==> src/hdl/cfc_pkg.sv <==
package cfc_pkg;

   // framing characters
   localparam logic [7:0] CH_START = 8'h21;   // '!'
   localparam logic [7:0] CH_END   = 8'h40;   // '@'
   localparam logic [7:0] CH_COMMA = 8'h2C;   // ','
   localparam logic [7:0] CH_ZERO  = 8'h30;   // '0'
   localparam logic [7:0] CH_NINE  = 8'h39;   // '9'
   localparam logic [7:0] CH_FOUR  = 8'h34;   // '4'

   // reply codes
   localparam logic [7:0] CODE_ACK = 8'd6;
   localparam logic [7:0] CODE_NAK = 8'd21;

   // checksum text limits
   localparam logic [19:0] TEXT_MAX     = 20'h0FFFF;
   localparam logic [19:0] TEXT_INVALID = 20'hFFFFF;

   localparam logic [7:0] LEN_SAT = 8'hFF;

   // defaults for the top level parameters
   localparam int MAX_FRAME_LEN_DEF = 250;
   localparam int FIELD_COMMAS_DEF  = 5;

   // one finished reply, handed from the parser to the serializer
   typedef struct packed {
      logic       push;
      logic [7:0] cmd;
      logic       ack;
   } reply_req_type;

   // byte position within a four-byte reply
   typedef enum logic [1:0] {
      BEAT_START = 2'd0,
      BEAT_CMD   = 2'd1,
      BEAT_CODE  = 2'd2,
      BEAT_END   = 2'd3
   } reply_beat_type;

endpackage

==> src/hdl/cfc_ifs.sv <==
interface cfc_req_if;
   logic       valid;
   logic       ready;
   logic [7:0] rx_byte;

   modport source (output valid, output rx_byte, input ready);
   modport sink   (input valid, input rx_byte, output ready);
endinterface

interface cfc_rsp_if;
   logic       valid;
   logic       ready;
   logic [7:0] reply_byte;
   logic       reply_last;

   modport source (output valid, output reply_byte, output reply_last, input ready);
   modport sink   (input valid, input reply_byte, input reply_last, output ready);
endinterface

==> src/hdl/cfc_parser.sv <==
module cfc_parser #(
   parameter int MAX_FRAME_LEN = cfc_pkg::MAX_FRAME_LEN_DEF,
   parameter int FIELD_COMMAS  = cfc_pkg::FIELD_COMMAS_DEF
) (
   input  logic                   clock,
   input  logic                   reset,
   input  logic                   accept,
   input  logic [7:0]             rx_byte,
   output cfc_pkg::reply_req_type reply_req
);

   localparam logic [7:0] MAX_LEN = 8'(MAX_FRAME_LEN);
   localparam logic [2:0] NCOMMAS = 3'(FIELD_COMMAS);

   logic        in_frame_ff,     in_frame_in;
   logic [7:0]  frame_length_ff, frame_length_in;
   logic [7:0]  command_code_ff, command_code_in;
   logic [2:0]  comma_count_ff,  comma_count_in;
   logic [15:0] running_sum_ff,  running_sum_in;
   logic [15:0] covered_sum_ff,  covered_sum_in;
   logic [19:0] text_value_ff,   text_value_in;
   logic        frame_error_ff,  frame_error_in;

   always_ff @(posedge clock) begin
      if (reset) begin
         in_frame_ff     <= 1'b0;
         frame_length_ff <= '0;
         command_code_ff <= '0;
         comma_count_ff  <= '0;
         running_sum_ff  <= '0;
         covered_sum_ff  <= '0;
         text_value_ff   <= '0;
         frame_error_ff  <= 1'b0;
      end else if (accept) begin
         in_frame_ff     <= in_frame_in;
         frame_length_ff <= frame_length_in;
         command_code_ff <= command_code_in;
         comma_count_ff  <= comma_count_in;
         running_sum_ff  <= running_sum_in;
         covered_sum_ff  <= covered_sum_in;
         text_value_ff   <= text_value_in;
         frame_error_ff  <= frame_error_in;
      end
   end

   always_comb begin
      logic [16:0] sum_w;
      logic        is_four;
      logic        in_text;
      logic        have_comma;
      logic [19:0] text_x10;
      logic [2:0]  cc_inc;

      in_frame_in     = in_frame_ff;
      frame_length_in = frame_length_ff;
      command_code_in = command_code_ff;
      comma_count_in  = comma_count_ff;
      running_sum_in  = running_sum_ff;
      covered_sum_in  = covered_sum_ff;
      text_value_in   = text_value_ff;
      frame_error_in  = frame_error_ff;
      reply_req       = '0;

      is_four    = (command_code_ff == cfc_pkg::CH_FOUR);
      sum_w      = {1'b0, running_sum_ff} + {9'd0, rx_byte};
      cc_inc     = comma_count_ff + 3'd1;
      text_x10   = (text_value_ff << 3) + (text_value_ff << 1)
                   + {12'd0, rx_byte - cfc_pkg::CH_ZERO};
      have_comma = is_four ? (comma_count_ff != 3'd0) : (comma_count_ff >= NCOMMAS);
      in_text    = have_comma;

      if (rx_byte == cfc_pkg::CH_START) begin
         in_frame_in     = 1'b1;
         frame_length_in = '0;
         command_code_in = '0;
         comma_count_in  = '0;
         running_sum_in  = '0;
         covered_sum_in  = '0;
         text_value_in   = '0;
         frame_error_in  = 1'b0;
      end else if (in_frame_ff) begin
         if (frame_length_ff != cfc_pkg::LEN_SAT) begin
            frame_length_in = frame_length_ff + 8'd1;
         end
         if (frame_length_in >= MAX_LEN) begin
            frame_error_in = 1'b1;
         end

         if (rx_byte == cfc_pkg::CH_END) begin
            in_frame_in = 1'b0;
            if (command_code_ff >= cfc_pkg::CH_ZERO && command_code_ff <= cfc_pkg::CH_FOUR) begin
               // push only on the edge that takes the '@' item
               reply_req.push = accept;
               reply_req.cmd  = command_code_ff;
               reply_req.ack  = !frame_error_in && have_comma
                                && (text_value_ff == {4'd0, covered_sum_ff});
            end
         end else begin
            if (sum_w[16]) begin
               frame_error_in = 1'b1;
            end
            running_sum_in = sum_w[15:0];

            if (frame_length_in == 8'd1) begin
               command_code_in = rx_byte;
            end else if (rx_byte == cfc_pkg::CH_COMMA) begin
               if (is_four) begin
                  covered_sum_in = sum_w[15:0];
                  text_value_in  = '0;
                  if (comma_count_ff < NCOMMAS) begin
                     comma_count_in = cc_inc;
                  end
               end else if (comma_count_ff < NCOMMAS) begin
                  comma_count_in = cc_inc;
                  if (cc_inc == NCOMMAS) begin
                     covered_sum_in = sum_w[15:0];
                     text_value_in  = '0;
                  end
               end else begin
                  text_value_in = cfc_pkg::TEXT_INVALID;
               end
            end else if (in_text) begin
               if (rx_byte >= cfc_pkg::CH_ZERO && rx_byte <= cfc_pkg::CH_NINE) begin
                  if (text_value_ff <= cfc_pkg::TEXT_MAX) begin
                     text_value_in = (text_x10 > cfc_pkg::TEXT_MAX)
                                     ? cfc_pkg::TEXT_INVALID : text_x10;
                  end
               end else begin
                  text_value_in = cfc_pkg::TEXT_INVALID;
               end
            end
         end
      end
   end

endmodule

==> src/hdl/cfc_reply.sv <==
module cfc_reply (
   input  logic                   clock,
   input  logic                   reset,
   input  cfc_pkg::reply_req_type reply_req,
   output logic                   can_accept,
   cfc_rsp_if.source              rsp
);

   // one waiting reply record
   logic       pend_valid_ff, pend_valid_in;
   logic [7:0] pend_cmd_ff,   pend_cmd_in;
   logic       pend_ack_ff,   pend_ack_in;

   // reply being sent
   logic                    cur_valid_ff, cur_valid_in;
   logic [7:0]              cur_cmd_ff,   cur_cmd_in;
   logic                    cur_ack_ff,   cur_ack_in;
   cfc_pkg::reply_beat_type beat_ff,      beat_in;

   logic taken;
   logic load;

   assign can_accept = !pend_valid_ff;
   assign taken      = cur_valid_ff && rsp.ready;
   // record moves up when the serializer is empty or its last byte is taken
   assign load       = pend_valid_ff
                       && (!cur_valid_ff || (taken && beat_ff == cfc_pkg::BEAT_END));

   always_ff @(posedge clock) begin
      if (reset) begin
         pend_valid_ff <= 1'b0;
         cur_valid_ff  <= 1'b0;
         beat_ff       <= cfc_pkg::BEAT_START;
      end else begin
         pend_valid_ff <= pend_valid_in;
         cur_valid_ff  <= cur_valid_in;
         beat_ff       <= beat_in;
      end
   end

   always_ff @(posedge clock) begin
      pend_cmd_ff <= pend_cmd_in;
      pend_ack_ff <= pend_ack_in;
      cur_cmd_ff  <= cur_cmd_in;
      cur_ack_ff  <= cur_ack_in;
   end

   // record slot and next beat
   always_comb begin
      pend_valid_in = pend_valid_ff;
      pend_cmd_in   = pend_cmd_ff;
      pend_ack_in   = pend_ack_ff;
      cur_valid_in  = cur_valid_ff;
      cur_cmd_in    = cur_cmd_ff;
      cur_ack_in    = cur_ack_ff;
      beat_in       = beat_ff;

      if (load) begin
         pend_valid_in = 1'b0;
         cur_valid_in  = 1'b1;
         cur_cmd_in    = pend_cmd_ff;
         cur_ack_in    = pend_ack_ff;
         beat_in       = cfc_pkg::BEAT_START;
      end else if (taken) begin
         unique case (beat_ff)
            cfc_pkg::BEAT_START: beat_in = cfc_pkg::BEAT_CMD;
            cfc_pkg::BEAT_CMD:   beat_in = cfc_pkg::BEAT_CODE;
            cfc_pkg::BEAT_CODE:  beat_in = cfc_pkg::BEAT_END;
            cfc_pkg::BEAT_END: begin
               beat_in      = cfc_pkg::BEAT_START;
               cur_valid_in = 1'b0;
            end
            default:             beat_in = cfc_pkg::BEAT_START;
         endcase
      end

      // slot is empty whenever a push can arrive
      if (reply_req.push) begin
         pend_valid_in = 1'b1;
         pend_cmd_in   = reply_req.cmd;
         pend_ack_in   = reply_req.ack;
      end
   end

   // output byte per beat
   always_comb begin
      rsp.valid      = cur_valid_ff;
      rsp.reply_last = 1'b0;
      unique case (beat_ff)
         cfc_pkg::BEAT_START: rsp.reply_byte = cfc_pkg::CH_START;
         cfc_pkg::BEAT_CMD:   rsp.reply_byte = cur_cmd_ff;
         cfc_pkg::BEAT_CODE:  rsp.reply_byte = cur_ack_ff ? cfc_pkg::CODE_ACK
                                                          : cfc_pkg::CODE_NAK;
         cfc_pkg::BEAT_END: begin
            rsp.reply_byte = cfc_pkg::CH_END;
            rsp.reply_last = 1'b1;
         end
         default:             rsp.reply_byte = cfc_pkg::CH_START;
      endcase
   end

endmodule

==> src/hdl/command_frame_checker_top.sv <==
// Command frame checker. Takes received bytes on req_chan, one item per byte.
// '!' opens a frame and the next byte is the command. Bytes from the command
// up to the checksum comma are summed (16 bits; a carry is an error). For
// commands '0'..'3' the checksum comma is comma number FIELD_COMMAS after the
// command; for '4' it is the last comma seen. The decimal text after that
// comma must equal the sum. On '@', commands '0'..'4' get a four-item reply
// on rsp_chan: '!', command, ACK (6) or NAK (21), '@', with reply_last on '@'.
// Frames reaching MAX_FRAME_LEN bytes, overflowing the sum, missing the
// checksum comma or carrying bad text get NAK. Other commands, and bytes
// outside a frame, produce nothing. Rate: one input byte per clock while the
// reply record slot is free; each reply goes out as four output bytes through
// the reply serializer. One finished reply is held while another is being
// sent; ready drops only while that slot is occupied. After the closing '@'
// is accepted, the reply record is registered in the slot and then loaded
// into the serializer once it is free, and its first byte becomes valid.
module command_frame_checker_top #(
   parameter int MAX_FRAME_LEN = cfc_pkg::MAX_FRAME_LEN_DEF,
   parameter int FIELD_COMMAS  = cfc_pkg::FIELD_COMMAS_DEF
) (
   input  logic        clock,
   input  logic        reset,
   cfc_req_if.sink     req_chan,
   cfc_rsp_if.source   rsp_chan
);

   cfc_pkg::reply_req_type reply_req;
   logic                   can_accept;
   logic                   req_accept;

   // ready depends only on the reply slot, never on the payload
   assign req_chan.ready = can_accept;
   assign req_accept     = req_chan.valid && can_accept;

   // frame state: sum, comma count, checksum text, error flag
   cfc_parser #(
      .MAX_FRAME_LEN (MAX_FRAME_LEN),
      .FIELD_COMMAS  (FIELD_COMMAS)
   ) u_parser (
      .clock     (clock),
      .reset     (reset),
      .accept    (req_accept),
      .rx_byte   (req_chan.rx_byte),
      .reply_req (reply_req)
   );

   // reply slot plus four-byte serializer
   cfc_reply u_reply (
      .clock      (clock),
      .reset      (reset),
      .reply_req  (reply_req),
      .can_accept (can_accept),
      .rsp        (rsp_chan)
   );

endmodule
==> src/flat_wrapper.sv <==
// flat-port wrapper written by rule: the top's interface ports become plain ports
module command_frame_checker_top_flat 
#(
   parameter int MAX_FRAME_LEN = cfc_pkg::MAX_FRAME_LEN_DEF,
   parameter int FIELD_COMMAS  = cfc_pkg::FIELD_COMMAS_DEF
)
  (clock, reset, req_chan_valid, req_chan_rx_byte, req_chan_ready, rsp_chan_valid, rsp_chan_reply_byte, rsp_chan_reply_last, rsp_chan_ready);
  cfc_req_if req_chan_i ();
  cfc_rsp_if rsp_chan_i ();
  input  logic clock;
  input  logic reset;
  input wire logic [$bits(req_chan_i.valid)-1:0] req_chan_valid;
  input wire logic [$bits(req_chan_i.rx_byte)-1:0] req_chan_rx_byte;
  output wire logic [$bits(req_chan_i.ready)-1:0] req_chan_ready;
  output wire logic [$bits(rsp_chan_i.valid)-1:0] rsp_chan_valid;
  output wire logic [$bits(rsp_chan_i.reply_byte)-1:0] rsp_chan_reply_byte;
  output wire logic [$bits(rsp_chan_i.reply_last)-1:0] rsp_chan_reply_last;
  input wire logic [$bits(rsp_chan_i.ready)-1:0] rsp_chan_ready;
  assign req_chan_i.valid = req_chan_valid;
  assign req_chan_i.rx_byte = req_chan_rx_byte;
  assign req_chan_ready = req_chan_i.ready;
  assign rsp_chan_valid = rsp_chan_i.valid;
  assign rsp_chan_reply_byte = rsp_chan_i.reply_byte;
  assign rsp_chan_reply_last = rsp_chan_i.reply_last;
  assign rsp_chan_i.ready = rsp_chan_ready;
  command_frame_checker_top #(.MAX_FRAME_LEN(MAX_FRAME_LEN), .FIELD_COMMAS(FIELD_COMMAS)) u_core (.clock(clock), .reset(reset), .req_chan(req_chan_i), .rsp_chan(rsp_chan_i));
endmodule
==> config.mk <==
export PLATFORM = sky130hd
export DESIGN_NAME = command_frame_checker_top_flat
export DESIGN_NICKNAME = d
export VERILOG_FILES = /design/src/hdl/cfc_pkg.sv /design/src/hdl/cfc_ifs.sv /design/src/hdl/cfc_parser.sv /design/src/hdl/cfc_reply.sv /design/src/hdl/command_frame_checker_top.sv /design/src/flat_wrapper.sv
export SDC_FILE = /design/constraint.sdc
export NUM_CORES = 1
export LEC_CHECK = 0
export BUFFER_PORTS_ARGS = -buffer_cell sky130_fd_sc_hd__buf_4
export CAP_MARGIN = 20
export CELL_PAD_IN_SITES_DETAIL_PLACEMENT = 0
export CELL_PAD_IN_SITES_GLOBAL_PLACEMENT = 1
export CORE_MARGIN = 8
export CORE_UTILIZATION = 44
export CTS_CLUSTER_SIZE = 24
export DETAILED_ROUTE_END_ITERATION = 8
export GPL_TIMING_DRIVEN = 1
export PLACE_DENSITY_LB_ADDON = 0.25
export SYNTH_ARGS = -nofsm -noshare
export SYNTH_HDL_FRONTEND = slang
export SYNTH_SLANG_ARGS = --single-unit
export TNS_END_PERCENT = 50
==> constraint.sdc <==
create_clock -name clock -period 3.55 [get_ports clock]
set_clock_uncertainty 0.1 [all_clocks]
set_input_delay 0.355 -clock clock [delete_from_list [all_inputs] [get_ports clock]]
set_output_delay 0.355 -clock clock [all_outputs]
set_load 0.02 [all_outputs]
==> results.sh <==
export IMPL_period_share=0.945
export IMPL_finalHoldViolCount=0
export IMPL_area_growth_pct=13.2
export IMPL_cp_top_family="compound AO/OA/AOI/OAI gates"
export IMPL_dieHeight_um=135
export IMPL_slew_violations=0
export IMPL_totalPowerFinal_mw=2.13
export IMPL_grt_use_total=0.175
export IMPL_clkTransAtPathRegs_ps=70
export IMPL_cap_viol_max_count=0
export IMPL_crit_path_end_kind="flop"
export IMPL_tns_ps=0
export IMPL_insertion_delay_ps=350
export IMPL_vias=5362
export IMPL_port_buffers=22
export IMPL_met1_length_um=7500
export IMPL_synth_distinct_cells=63
export IMPL_drcViolationCount=0
export IMPL_n_antenna_cell=0
export IMPL_multi_input_area_mm2=0.00392
export IMPL_cp_start_kind="flop"
export IMPL_vdd_drop_max_mv=0.181
export IMPL_ant_nets=0
export IMPL_dr_wl_met2_um=7240
export IMPL_min_period_ps=3360
export IMPL_grt_pass1_vias=5145
export IMPL_postSynthAreaPerCell_um2=8.65
export IMPL_cp_required_ps=3700
export IMPL_die_w_um=135
export IMPL_cts_max_level=3
export IMPL_fmax_mhz=298
export IMPL_drt_first_pass_iters=5
export IMPL_p_leak_nw=2.92
export IMPL_status="finished clean"
export IMPL_regArea_mm2=0.00208
export IMPL_hp_class="input pin to flop"
export IMPL_clock_sinks=95
export IMPL_coreArea_mm2=0.0138
export IMPL_hold_buffers=0
export IMPL_synth_edf_count=18
export IMPL_final_area_mm2=0.00700
export IMPL_path_buf_inv=1
export IMPL_placed_area_mm2=0.00672
export IMPL_met3_length_um=610
export IMPL_fin_nets=822
export IMPL_hpwl_um=11800
export IMPL_globalRouteOverflowTotal=0
export IMPL_seq_area_frac_synth=0.337
export IMPL_path_class="flop to flop"
export IMPL_route_detailed_wl_per_inst_um=16.8
export IMPL_cts_tree="yes"
export IMPL_vias_per_cell=5.73
export IMPL_cp_cell_sequence="fa_1, fa_1, a211oi_1, o211ai_1, a21oi_1, o221ai_1, a311o_1, a41o_1, buf_4, o211ai_1"
export IMPL_powerDensity_mw_per_mm2=304
export IMPL_path_max_fanout=11
export IMPL_rsz0062_at_grt="false"
export IMPL_drt_iter0_drc=372
export IMPL_synth_top_cell_area_share=0.249
export IMPL_fillers=1263
export IMPL_yosysWarnings=0
export IMPL_gp_congestion=0.848
export IMPL_grt_first_pass_wirelength_um=25800
export IMPL_ys_top_cells_by_area="dfxtp_1 (25%), ha_1 (11%), edfxtp_1 (8.7%)"
export IMPL_ys_ff_latch=95
export IMPL_synth_cells=715
export IMPL_row_count=43
export IMPL_synth_top_area_cell="dfxtp_1"
export IMPL_antenna_found_initial=0
export IMPL_slew_headroom=0.419
export IMPL_crit_arrival_ps=3510
export IMPL_drive_gt1_frac=0.110
export IMPL_grt_max_degree=85
export IMPL_synth_area_mm2=0.00618
export IMPL_setup_violations=0
export IMPL_initial_core_util=0.447
export IMPL_top_layer_used="met4"
export IMPL_worstMarginPinSlew_ps=868
export IMPL_cts_root_buf="clkbuf_16"
export IMPL_ios=23
export IMPL_post_route_util=0.506
export IMPL_cp_slowest_cell="fa_1"
export IMPL_critPathMaxStageDelay_ps=510
export IMPL_numCtsBuffers=9
export IMPL_routed_wl_um=15700
export IMPL_ys_flop_type="dfxtp_1"
export IMPL_cts_buffer_depth=2
export IMPL_die_area_mm2=0.0181
export IMPL_synth_async_sr_flop_share=0
-- worst min-delay path, cell delays in order --
cell and delay (ps):
buf_4 130, a22oi_1 70, nor2_1 80
-- registers in the layout, summed over array words and instances (netlist names) --
name	flops
u_core.u_reply.cur_cmd_ff	8
u_core.u_reply.pend_cmd_ff	8
u_core.u_reply.pend_valid_ff	1
u_core.u_reply.cur_ack_ff	1
u_core.u_parser.comma_count_ff	3
u_core.u_parser.command_code_ff	8
u_core.u_parser.frame_error_ff	1
u_core.u_reply.rsp.valid	1
u_core.u_parser.text_value_ff	20
u_core.u_parser.frame_length_ff	8
u_core.u_reply.pend_ack_ff	1
u_core.u_reply.beat_ff	2
u_core.u_parser.covered_sum_ff	16
u_core.u_parser.running_sum_ff	16
u_core.u_parser.in_frame_ff	1
-- where the power goes --
| part | internal (mW) | switching, mW |
|---|---|---|
| combinational | 0.0474 | 0.0698 |
| sequential | 1.09 | 0.000423 |
| clock | 0.486 | 0.434 |
| total | 1.63 | 0.505 |
-- cells in the mapped netlist (9+ instances only) --
| cell type | instances |
|---|---|
| ha_1 | 52 |
| nand4_1 | 21 |
| nand3_1 | 31 |
| a21oi_1 | 56 |
| nor2_1 | 58 |
| nor3_1 | 20 |
| nand2_1 | 68 |
| o21ai_0 | 37 |
| a22oi_1 | 11 |
| xor2_1 | 18 |
| o211ai_1 | 9 |
| xnor2_1 | 29 |
| a31oi_1 | 11 |
| inv_1 | 20 |
| mux2i_1 | 16 |
| clkbuf_1 | 24 |
| dfxtp_1 | 77 |
| edfxtp_1 | 18 |
| nand3b_1 | 24 |
-- metal layers --
| metal | vias up | GRT usage |
|---|---|---|
| li1 | 2682 | - |
| met3 | 26 | 0.0301 |
| met4 | 0 | 0.0711 |
| met2 | 104 | 0.283 |
| met1 | 2550 | 0.226 |
| met5 | - | 0 |
-- final cells by class --
cell class / instances / share of cell area
clock buffer: 10 / 0.0327
clock inverter: 6 / 0.00715
sequential: 95 / 0.297
inverter: 20 / 0.0107
tap: 180 / 0.0322
multi-input combinational: 571 / 0.560
timing repair buffer: 54 / 0.0597
-- cell usage in the layout, fill, tap and decap left out, types with 6 or more instances in the layout --
cell type   n
xnor2_1    29
nand3b_1   24
dfxtp_1    77
or3_1       6
o21a_1      6
a21o_1      6
o21ai_0    36
xor2_1     18
fa_1        7
inv_1      20
nor3_1     20
buf_4      53
mux2i_1    16
and3_1      8
clkbuf_16   9
o211ai_1    9
a21oi_1    56
nand3_1    31
and2_1      7
a22oi_1    11
nor2_1     58
ha_1       52
edfxtp_1   18
a31oi_1    11
nand2_1    68
nand4_1    21
-- what timing repair did --
item,CTS,global route
gates resized for setup,0,3
endpoints found under the setup margin,0,20
setup buffers,0,0
-- metrics by stage --
step / hold slack (ps) / worst slack, ps / instances
final: 227 / 195 / 936
after global routing: 228 / 4.86 / 936
after CTS: 207 / 149 / 936
after detailed placement: 305 / -218 / 920
after global placement: 304 / -71.6 / 920
after floorplan: 300 / 132 / 717
-- path summary, 6_finish.rpt --
kind / cells after the start / slack (ps) / start / end
min reg2reg: 0 / 320 / u_core.u_reply.pend_cmd_ff[1]$_SDFFCE_PP0P_ / u_core.u_reply.cur_cmd_ff[1]$_DFFE_PP_
max: 10 / 190 / u_core.u_parser.text_value_ff[0]$_SDFFE_PP0P_ / u_core.u_parser.text_value_ff[5]$_SDFFE_PP0P_
max reg2reg: 10 / 190 / u_core.u_parser.text_value_ff[0]$_SDFFE_PP0P_ / u_core.u_parser.text_value_ff[5]$_SDFFE_PP0P_
min: 3 / 230 / req_chan_rx_byte[0] / u_core.u_parser.command_code_ff[0]$_SDFFE_PP0P_
-- cell families after synthesis --
| kind of cell | share of synthesized area |
|---|---|
| flops | 0.337 |
| buf+inv | 0.0322 |
| mux | 0.0277 |
| fa+ha+maj | 0.128 |
| xor+xnor | 0.0666 |
| compound gates | 0.177 |
| other cells | 0.000606 |
| simple gates | 0.231 |
Note: power is estimated with default switching activity, not from simulation.
